## src/rtl/quadrature_counter_velocity_defines.svh

```systemverilog
// Assertion macros shared by the quadrature counter RTL.
// Depends on nothing; define NO_ASSERTIONS to drop every check.
`ifndef QUADRATURE_COUNTER_VELOCITY_DEFINES_SVH
`define QUADRATURE_COUNTER_VELOCITY_DEFINES_SVH
`ifndef NO_ASSERTIONS
`define QCV_ASSERT(label, clk, rst_n, prop, msg) \
	label: assert property (@(posedge clk) disable iff (!rst_n) (prop)) else $error(msg);
`define QCV_NEVER(label, clk, rst_n, expr, msg) \
	label: assert property (@(posedge clk) disable iff (!rst_n) !(expr)) else $error(msg);
`else
`define QCV_ASSERT(label, clk, rst_n, prop, msg)
`define QCV_NEVER(label, clk, rst_n, expr, msg)
`endif
`endif

```

## src/rtl/qcv_pkg.sv

```systemverilog
// Shared types, constants and helper functions of the quadrature counter.
// Used by qcv_div and quadrature_counter_velocity; depends on nothing.
package qcv_pkg;

	localparam int CNT_W  = 32;
	localparam int VEL_W  = 16;
	localparam int DVD_W  = 42;                // |diff * 1000| < 2**41
	localparam int DVS_W  = 32;
	localparam int DIV_STEPS = DVD_W / 2;      // two quotient bits per cycle
	localparam int STEP_CNT_W = $clog2(DIV_STEPS);

	localparam logic [DVD_W-1:0] VEL_SCALE = DVD_W'(1000);

	localparam logic [1:0] CMD_LEFT  = 2'd0;
	localparam logic [1:0] CMD_RIGHT = 2'd1;
	localparam logic [1:0] CMD_VEL   = 2'd2;
	localparam logic [1:0] CMD_READ  = 2'd3;

	// Step for {previous A/B, new A/B}.
	localparam logic signed [2:0] STEP_TABLE [16] = '{
		3'sd0, 3'sd1, -3'sd1, 3'sd2, -3'sd1, 3'sd0, 3'sd2, 3'sd1,
		3'sd1, 3'sd2, 3'sd0, -3'sd1, 3'sd2, -3'sd1, 3'sd1, 3'sd0
	};

	typedef enum logic [5:0] {
		ST_IDLE  = 6'b000001,
		ST_LEFT  = 6'b000010,
		ST_LWAIT = 6'b000100,
		ST_RIGHT = 6'b001000,
		ST_RWAIT = 6'b010000,
		ST_DONE  = 6'b100000
	} state_t;

	typedef struct packed {
		logic             start;
		logic [DVD_W-1:0] dividend;
		logic [DVS_W-1:0] divisor;
	} div_req_t;

	typedef struct packed {
		logic             busy;
		logic             done;
		logic [DVD_W-1:0] quotient;
	} div_rsp_t;

	// Clamp a sign and magnitude quotient into the signed 16-bit range.
	function automatic logic [VEL_W-1:0] sat_vel(input logic [DVD_W-1:0] mag,
		input logic neg);
		logic [VEL_W-1:0] res;
		if (neg) begin
			if (mag > DVD_W'(32768))
				res = 16'h8000;
			else
				res = VEL_W'(-mag);
		end else begin
			if (mag > DVD_W'(32767))
				res = 16'h7fff;
			else
				res = mag[VEL_W-1:0];
		end
		return res;
	endfunction

endpackage

```

## src/rtl/quadrature_counter_velocity.sv

```systemverilog
// Top level of the quadrature position counter with velocity estimation.
// Depends on qcv_pkg, qcv_div and quadrature_counter_velocity_defines.svh.
//
// Each input word is a command in s_tuser: a left phase sample, a right edge
// event, a velocity request or a plain read. Every word yields exactly one
// output word with both 32-bit positions. Samples, edge events and reads
// produce their output word in the cycle after they are taken. A velocity
// request with a nonzero time difference runs the shared divider twice, once
// for the left and once for the right velocity, through the states ST_LEFT,
// ST_LWAIT, ST_RIGHT, ST_RWAIT and ST_DONE. The input is not ready while a
// request is being worked on or while a finished word waits in the output
// register.
`include "quadrature_counter_velocity_defines.svh"

module quadrature_counter_velocity (
	input  logic         clk,
	input  logic         arst_n,
	input  logic         s_tvalid,
	output logic         s_tready,
	input  logic [39:0]  s_tdata,   // phase_ab[1:0], time_ms[33:2], zero fill
	input  logic [1:0]   s_tuser,   // cmd[1:0]
	output logic         m_tvalid,
	input  logic         m_tready,
	output logic [95:0]  m_tdata,   // left_count, right_count, left_velocity,
	                                // right_velocity, from bit 0 up
	output logic         m_tuser    // zero_interval
);

	qcv_pkg::state_t                  state_q;
	logic [1:0]                       prev_phase_q;
	logic [qcv_pkg::CNT_W-1:0]        left_pos_q;
	logic [qcv_pkg::CNT_W-1:0]        right_pos_q;
	logic signed [2:0]                pending_q;
	logic [qcv_pkg::CNT_W-1:0]        left_last_q;
	logic [qcv_pkg::CNT_W-1:0]        right_last_q;
	logic [qcv_pkg::CNT_W-1:0]        time_last_q;
	logic [qcv_pkg::CNT_W-1:0]        ldiff_q;
	logic [qcv_pkg::CNT_W-1:0]        rdiff_q;
	logic [qcv_pkg::CNT_W-1:0]        dt_q;
	logic                             neg_q;
	logic [qcv_pkg::VEL_W-1:0]        lvel_q;
	logic                             out_valid_q;
	logic [95:0]                      out_data_q;
	logic                             out_flag_q;

	logic                             accept;
	logic                             out_free;
	logic                             out_set;
	logic [1:0]                       cmd;
	logic [1:0]                       phase;
	logic [qcv_pkg::CNT_W-1:0]        time_ms;
	logic signed [2:0]                step;
	logic [qcv_pkg::CNT_W-1:0]        left_next;
	logic [qcv_pkg::CNT_W-1:0]        right_next;
	logic [qcv_pkg::CNT_W-1:0]        dt_in;
	logic [qcv_pkg::CNT_W-1:0]        sel_diff;
	logic [qcv_pkg::DVD_W-1:0]        prod;
	logic [qcv_pkg::DVD_W-1:0]        prod_mag;
	logic [qcv_pkg::DVS_W-1:0]        dt_mag;
	logic [qcv_pkg::VEL_W-1:0]        vel_sat;
	qcv_pkg::div_req_t                div_req;
	qcv_pkg::div_rsp_t                div_rsp;

	assign cmd     = s_tuser;
	assign phase   = s_tdata[1:0];
	assign time_ms = s_tdata[33:2];

	assign out_free = !out_valid_q || m_tready;
	assign s_tready = (state_q == qcv_pkg::ST_IDLE) && out_free;
	assign accept   = s_tvalid && s_tready;

	always_comb begin
		step       = qcv_pkg::STEP_TABLE[{prev_phase_q, phase}];
		left_next  = left_pos_q;
		right_next = right_pos_q;
		if (cmd == qcv_pkg::CMD_LEFT)
			left_next = left_pos_q + {{(qcv_pkg::CNT_W-3){step[2]}}, step};
		else if (cmd == qcv_pkg::CMD_RIGHT)
			right_next = right_pos_q + {{(qcv_pkg::CNT_W-3){pending_q[2]}}, pending_q};
		dt_in = time_ms - time_last_q;
	end

	// A word is ready at once unless a division has to run first.
	assign out_set = (accept && !(cmd == qcv_pkg::CMD_VEL && dt_in != '0))
	                 || (state_q == qcv_pkg::ST_DONE && out_free);

	// Scaled position difference, taken as sign and magnitude for the divider.
	always_comb begin
		sel_diff = (state_q == qcv_pkg::ST_RIGHT) ? rdiff_q : ldiff_q;
		prod     = {{(qcv_pkg::DVD_W-qcv_pkg::CNT_W){sel_diff[qcv_pkg::CNT_W-1]}}, sel_diff}
		           * qcv_pkg::VEL_SCALE;
		prod_mag = prod[qcv_pkg::DVD_W-1] ? qcv_pkg::DVD_W'(-prod) : prod;
		dt_mag   = dt_q[qcv_pkg::CNT_W-1] ? qcv_pkg::DVS_W'(-dt_q) : dt_q;
		div_req.start    = (state_q == qcv_pkg::ST_LEFT) || (state_q == qcv_pkg::ST_RIGHT);
		div_req.dividend = prod_mag;
		div_req.divisor  = dt_mag;
		vel_sat = qcv_pkg::sat_vel(div_rsp.quotient, neg_q);
	end

	qcv_div u_div (
		.clk    (clk),
		.arst_n (arst_n),
		.req    (div_req),
		.rsp    (div_rsp)
	);

	always_ff @(posedge clk or negedge arst_n) begin
		if (!arst_n) begin
			state_q      <= qcv_pkg::ST_IDLE;
			prev_phase_q <= '0;
			left_pos_q   <= '0;
			right_pos_q  <= '0;
			pending_q    <= '0;
			left_last_q  <= '0;
			right_last_q <= '0;
			time_last_q  <= '0;
			out_valid_q  <= 1'b0;
		end else begin
			if (out_set)
				out_valid_q <= 1'b1;
			else if (out_valid_q && m_tready)
				out_valid_q <= 1'b0;
			unique case (state_q)
				qcv_pkg::ST_IDLE: begin
					if (accept) begin
						case (cmd)
							qcv_pkg::CMD_LEFT: begin
								left_pos_q   <= left_next;
								pending_q    <= step;
								prev_phase_q <= phase;
							end
							qcv_pkg::CMD_RIGHT: begin
								right_pos_q <= right_next;
								pending_q   <= '0;
							end
							qcv_pkg::CMD_VEL: begin
								left_last_q  <= left_pos_q;
								right_last_q <= right_pos_q;
								time_last_q  <= time_ms;
							end
							default: ;
						endcase
						if (cmd == qcv_pkg::CMD_VEL && dt_in != '0)
							state_q <= qcv_pkg::ST_LEFT;
					end
				end
				qcv_pkg::ST_LEFT:  state_q <= qcv_pkg::ST_LWAIT;
				qcv_pkg::ST_LWAIT: begin
					if (div_rsp.done)
						state_q <= qcv_pkg::ST_RIGHT;
				end
				qcv_pkg::ST_RIGHT: state_q <= qcv_pkg::ST_RWAIT;
				qcv_pkg::ST_RWAIT: begin
					if (div_rsp.done)
						state_q <= qcv_pkg::ST_DONE;
				end
				qcv_pkg::ST_DONE: begin
					if (out_free)
						state_q <= qcv_pkg::ST_IDLE;
				end
				default: state_q <= qcv_pkg::ST_IDLE;
			endcase
		end
	end

	// Payload registers; the velocity fields are filled in as the divider finishes.
	always_ff @(posedge clk) begin
		if (accept) begin
			ldiff_q    <= left_pos_q - left_last_q;
			rdiff_q    <= right_pos_q - right_last_q;
			dt_q       <= dt_in;
			out_data_q <= {32'd0, right_next, left_next};
			out_flag_q <= (cmd == qcv_pkg::CMD_VEL) && (dt_in == '0);
		end
		if (div_req.start)
			neg_q <= prod[qcv_pkg::DVD_W-1] ^ dt_q[qcv_pkg::CNT_W-1];
		if (state_q == qcv_pkg::ST_LWAIT && div_rsp.done)
			lvel_q <= vel_sat;
		if (state_q == qcv_pkg::ST_RWAIT && div_rsp.done)
			out_data_q[95:64] <= {vel_sat, lvel_q};
	end

	assign m_tvalid = out_valid_q;
	assign m_tdata  = out_data_q;
	assign m_tuser  = out_flag_q;

	`QCV_ASSERT(a_done_in_wait, clk, arst_n, div_rsp.done |-> (state_q == qcv_pkg::ST_LWAIT || state_q == qcv_pkg::ST_RWAIT), "divider finished outside a wait state")
	`QCV_NEVER(a_busy_when_idle, clk, arst_n, div_rsp.busy && s_tready, "input ready while the divider is busy")
	`QCV_ASSERT(a_zero_vel, clk, arst_n, (m_tvalid && m_tuser) |-> (m_tdata[95:64] == 32'd0), "zero interval word carries a velocity")
	`QCV_ASSERT(a_vel_start, clk, arst_n, (state_q == qcv_pkg::ST_LEFT) |=> div_rsp.busy, "divider did not start for a velocity request")

endmodule

```

## src/rtl/qcv_div.sv

```systemverilog
// Iterative unsigned restoring divider, two quotient bits per cycle.
// Depends on qcv_pkg; the divisor must be nonzero.
module qcv_div (
	input  logic              clk,
	input  logic              arst_n,
	input  qcv_pkg::div_req_t req,
	output qcv_pkg::div_rsp_t rsp
);

	logic                               busy_q;
	logic                               done_q;
	logic [qcv_pkg::STEP_CNT_W-1:0]     count_q;
	logic [qcv_pkg::DVD_W-1:0]          dvd_q;
	logic [qcv_pkg::DVD_W-1:0]          quo_q;
	logic [qcv_pkg::DVS_W-1:0]          dvs_q;
	logic [qcv_pkg::DVS_W-1:0]          rem_q;

	logic [qcv_pkg::DVS_W:0]            r1;
	logic [qcv_pkg::DVS_W:0]            r2;
	logic [qcv_pkg::DVS_W-1:0]          r1_next;
	logic [qcv_pkg::DVS_W-1:0]          r2_next;
	logic                               q1;
	logic                               q2;

	// The remainder always stays below the divisor, so it fits in DVS_W bits.
	always_comb begin
		r1      = {rem_q, dvd_q[qcv_pkg::DVD_W-1]};
		q1      = (r1 >= {1'b0, dvs_q});
		r1_next = q1 ? qcv_pkg::DVS_W'(r1 - {1'b0, dvs_q}) : r1[qcv_pkg::DVS_W-1:0];
		r2      = {r1_next, dvd_q[qcv_pkg::DVD_W-2]};
		q2      = (r2 >= {1'b0, dvs_q});
		r2_next = q2 ? qcv_pkg::DVS_W'(r2 - {1'b0, dvs_q}) : r2[qcv_pkg::DVS_W-1:0];
	end

	always_ff @(posedge clk or negedge arst_n) begin
		if (!arst_n) begin
			busy_q  <= 1'b0;
			done_q  <= 1'b0;
			count_q <= '0;
		end else begin
			done_q <= 1'b0;
			if (req.start) begin
				busy_q  <= 1'b1;
				count_q <= '0;
			end else if (busy_q) begin
				if (count_q == qcv_pkg::STEP_CNT_W'(qcv_pkg::DIV_STEPS - 1)) begin
					busy_q <= 1'b0;
					done_q <= 1'b1;
				end
				count_q <= count_q + 1'b1;
			end
		end
	end

	always_ff @(posedge clk) begin
		if (req.start) begin
			dvd_q <= req.dividend;
			dvs_q <= req.divisor;
			rem_q <= '0;
			quo_q <= '0;
		end else if (busy_q) begin
			dvd_q <= {dvd_q[qcv_pkg::DVD_W-3:0], 2'b00};
			rem_q <= r2_next;
			quo_q <= {quo_q[qcv_pkg::DVD_W-3:0], q1, q2};
		end
	end

	assign rsp.busy     = busy_q;
	assign rsp.done     = done_q;
	assign rsp.quotient = quo_q;

endmodule

```

## config.mk

```make
export PLATFORM = sky130hd
export DESIGN_NAME = quadrature_counter_velocity
export DESIGN_NICKNAME = d
export VERILOG_FILES = /design/src/rtl/qcv_pkg.sv /design/src/rtl/quadrature_counter_velocity.sv /design/src/rtl/qcv_div.sv
export VERILOG_INCLUDE_DIRS = /design/src /design/src/rtl
export SDC_FILE = /design/constraint.sdc
export NUM_CORES = 2
export LEC_CHECK = 0
export BUFFER_PORTS_ARGS = -buffer_cell sky130_fd_sc_hd__buf_2
export CAP_MARGIN = 0
export CORE_MARGIN = 10
export CORE_UTILIZATION = 30
export DETAILED_ROUTE_END_ITERATION = 10
export PLACE_DENSITY = 0.42
export SLEW_MARGIN = 0
export SYNTH_ARGS = -nofsm -noshare
export SYNTH_HDL_FRONTEND = slang
export SYNTH_SLANG_ARGS = --single-unit
```

## constraint.sdc

```tcl
create_clock -name clk -period 12.21 [get_ports clk]
set_input_delay 0.6105 -clock clk [delete_from_list [all_inputs] [get_ports clk]]
set_output_delay 0.6105 -clock clk [all_outputs]
set_load 0.005 [all_outputs]
```

==> summary.md <==
| Metric | Value |
|---|---|
| Cell Chain, Critical Path | `or3_1 > or4b_2 > buf_4 > mux2i_1 > xnor2_1 > xnor2_1 > fa_1 > fa_1 > fa_1 > inv_1 > ha_1 > a21o_1 > a31oi_1 > o221ai_2 > o31a_1 > a31o_2 > a221o_1 > mux2i_2 > nor2_2 > o21ai_0 > xor2_1 > o21ai_1` |
| Final GP Congestion | `0.8031` |
| GRT Residual Overflow | `0` |
| CTS Root Cell | `clkbuf_16` |
| Yosys warning total | `0` |
| Max Freq | `108.7 MHz` |
| Resized cells post-CTS | `0` |
| Top post-synthesis cells by area | `edfxtp_1 (22%), dfrtp_1 (12%), ha_1 (9.6%)` |
| Starting Density | `30.25%` |
| Kind of cell adding the most delay to the critical path | `simple AND/OR/NAND/NOR gates` |
| Row count | `131` |
| Crit path required time | `12.58 ns` |
| Tot GR Track Use | `14.19%` |
| Crit path kind | `flip-flop to flip-flop` |
| Reg-to-Reg Start | `state_q[2]` |
| Hold Vio Cnt, Final | `0` |
| Cell mode on critical path | `fa_1` |
| DRT Pass-1 Iters | `5` |
| Most frequent cells in the layout | `nand2_1 (539), o21ai_0 (399), inv_1 (367)` |
| Clock sinks | `534` |
| Commonest non-fill, non-tap cell in the layout | `nand2_1` |
| Cts bufs inserted | `72` |
| Asr flop ratio synth | `33.52%` |
| Worst-Margin Slew | `1.014 ns` |
| Post-synth EDFFs | `281` |
| Setup TNS Final | `0 ns` |
| Final Skew | `0.03314 ns` |
| Relative slew margins | `30.49%` |
| Synth Area per Inst | `9.189 um^2` |
| Clock insertion delay at the later pin of the skew report | `0.67 ns` |
| Post-route DRC | `0` |
| Synth top area share | `21.85%` |
| Final max-slew violation count | `0` |
| Ys flop type | `edfxtp_1` |
| Die Wd | `378.8 um` |
| Worst-path clk slew | `0.06 ns` |
| WL per Instance | `16.78 um` |
| CP arrival | `9.57 ns` |
| DRT iter0 DRCs | `1257` |
| Core Box Area | `0.1277 mm^2` |
| RSZ-0062 raised after global routing | `no` |
| Final period util | `75.33%` |
| First-pass GRT wire length | `164.3 mm` |
| Synth area leader | `edfxtp_1` |
| Chip height | `378.8 um` |
| H-tree depth | `3` |
| Critical path peak fanout | `26` |
| Synth Net Count | `4652` |
| Crit. End Element | `flip-flop` |
| Slowest cell on crit path | `or4b_2` |
| CP max stage delay | `0.98 ns` |
| Count of cell types in the netlist | `95` |
| CTS tree | `built` |
| Vias per inst | `4.786` |
| Routed wire length | `101.1 mm` |
| Pin count of the biggest net entering global routing | `121` |
| Min-Delay Path Class | `input pin to flip-flop` |
| Seq/Total Area, Yosys | `37.29%` |
| Crit path launch type | `flip-flop` |
| Initial antenna violation count | `0` |
| Via count | `28847` |
| Setup Viol. Count Final | `0` |
| Port buffer count | `138` |
| Total die area | `0.1435 mm^2` |
| Tmin final | `9.198 ns` |
| Max-cap violations | `0` |
| Ports | `145` |
| Beginning of the critical path | `state_q[2]` |
| Seq cells post-synth | `534` |
| Synth-to-Final Area Change | `12.47%` |
| Vias in the first global route | `29300` |
| Synthesized area | `0.03862 mm^2` |
| Hold_sp | `s_tdata[6]` |
| Synthesized instance count | `4203` |
| Final ANT Viol Nets | `0` |
| Detailed Place HPWL | `76.84 mm` |
| # nets final | `4754` |
| Fraction of layout cells with a size suffix above 1 | `8.179%` |
| Crit path buffers/inverters | `2` |
| Clk buf depth | `3` |
| Status | `finished clean` |
==> cell type report <==
| type | count | area, um^2 |
|---|---|---|
| antenna | 1 | 2.502 |
| fill | 13222 | 84250 |
| sequential | 534 | 14400 |
| clock inverter | 30 | 259.0 |
| clock buffer | 104 | 2081 |
| inverter | 369 | 1390 |
| timing repair buffer | 163 | 902.1 |
| tap | 1662 | 2079 |
| multi-input combinational | 3165 | 22320 |
==> repair_timing <==
action | in CTS | in global routing
endpoints found under the hold margin | 59 | 0
hold buffers | 1 | 0
buffers inserted | 0 | 0
==> synth_stat cells, types with 16 or more instances <==
cell / number
nor3_1: 55
nand3_1: 63
a21o_1: 111
inv_1: 368
xnor2_1: 228
or3_1: 40
o211ai_1: 16
nand2b_1: 37
clkbuf_1: 114
edfxtp_1: 281
a31oi_1: 23
o21ai_1: 25
ha_1: 296
o31ai_1: 25
o21a_1: 41
or2_2: 30
a211oi_1: 17
o21bai_1: 36
nand4_1: 38
mux2i_1: 88
nor4_1: 24
xor2_1: 105
and2_1: 47
a21oi_1: 268
o21ai_0: 399
dfrtp_1: 178
nand2_1: 540
dfxtp_1: 74
nor2_1: 231
nor2b_1: 39
fa_1: 107
==> final timing paths <==
kind,end,slack [ns],cells past startpoint
max,u_div.dvd_q[36],3.01,22
min in group asynchronous,left_pos_q[28],0.47,2
min reg2reg,u_div.dvs_q[0],0.46,0
max reg2reg,u_div.dvd_q[36],3.01,22
min,time_last_q[4],0.18,3
max in group asynchronous,time_last_q[27],10.45,3
==> metal layers <==
layer	GRT usage [%]	vias up	share of wire, %
met5	0	-	0
met4	3.863	0	2.5
met3	2.388	121	3.1
met2	23.68	322	46
met1	18.86	13407	48
li1	-	14997	-
==> state kept, by name, summed over array words and instances (netlist names), 2 cells and up <==
name	cells
time_last_q	32
ldiff_q	32
u_div.dvs_q	32
dt_q	32
u_div.rem_q	32
state_q	6
pending_q	3
right_last_q	32
left_pos_q	32
rdiff_q	32
u_div.quo_q	42
left_last_q	32
u_div.dvd_q	39
u_div.count_q	5
right_pos_q	32
m_tdata	96
lvel_q	16
prev_phase_q	2
==> cells by family after synthesis <==
group	share of synthesized area [%]
AO/OA/AOI/OAI	17.51
AND/OR/NAND/NOR	14.60
multiplexers	2.793
buffers and inverters	4.993
XOR/XNOR	7.552
flip-flops	37.29
adder cells (fa/ha/maj)	15.27
==> worst register-to-register path: cells and delay by family (launching register included) <==
kind	cells	cell delay (ns)
muxes	2	0.99
DFF	1	0.43
adders and majority gates	4	1.90
and+or+nand+nor	3	2.23
AOI/OAI and AO/OA	8	2.06
buffers and inverters	2	0.46
xor gates and xnor gates	3	0.86
==> per-stage QoR <==
| step | hold WS, ns | cell area, um^2 | instances | utilization (%) | setup WS, ns |
|---|---|---|---|---|---|
| 6_report | 0.1820 | 43430 | 6028 | 34.02 | 3.012 |
| 3_5_place_dp | 0.4512 | 41080 | 5892 | 32.17 | 2.919 |
| 3_3_place_gp | 0.4438 | 41080 | 5892 | 32.17 | 2.920 |
| 2_1_floorplan | 0.3149 | 38620 | 4203 | - | 4.384 |
| 5_1_grt | 0.1512 | 43430 | 6027 | 34.02 | 2.306 |
| 4_1_cts | 0.1137 | 43430 | 6027 | 34.02 | 2.883 |
Power is left out: the tool's default activity adds up to more than one toggle a clock period on the data nets, which glitch-free logic cannot reach.
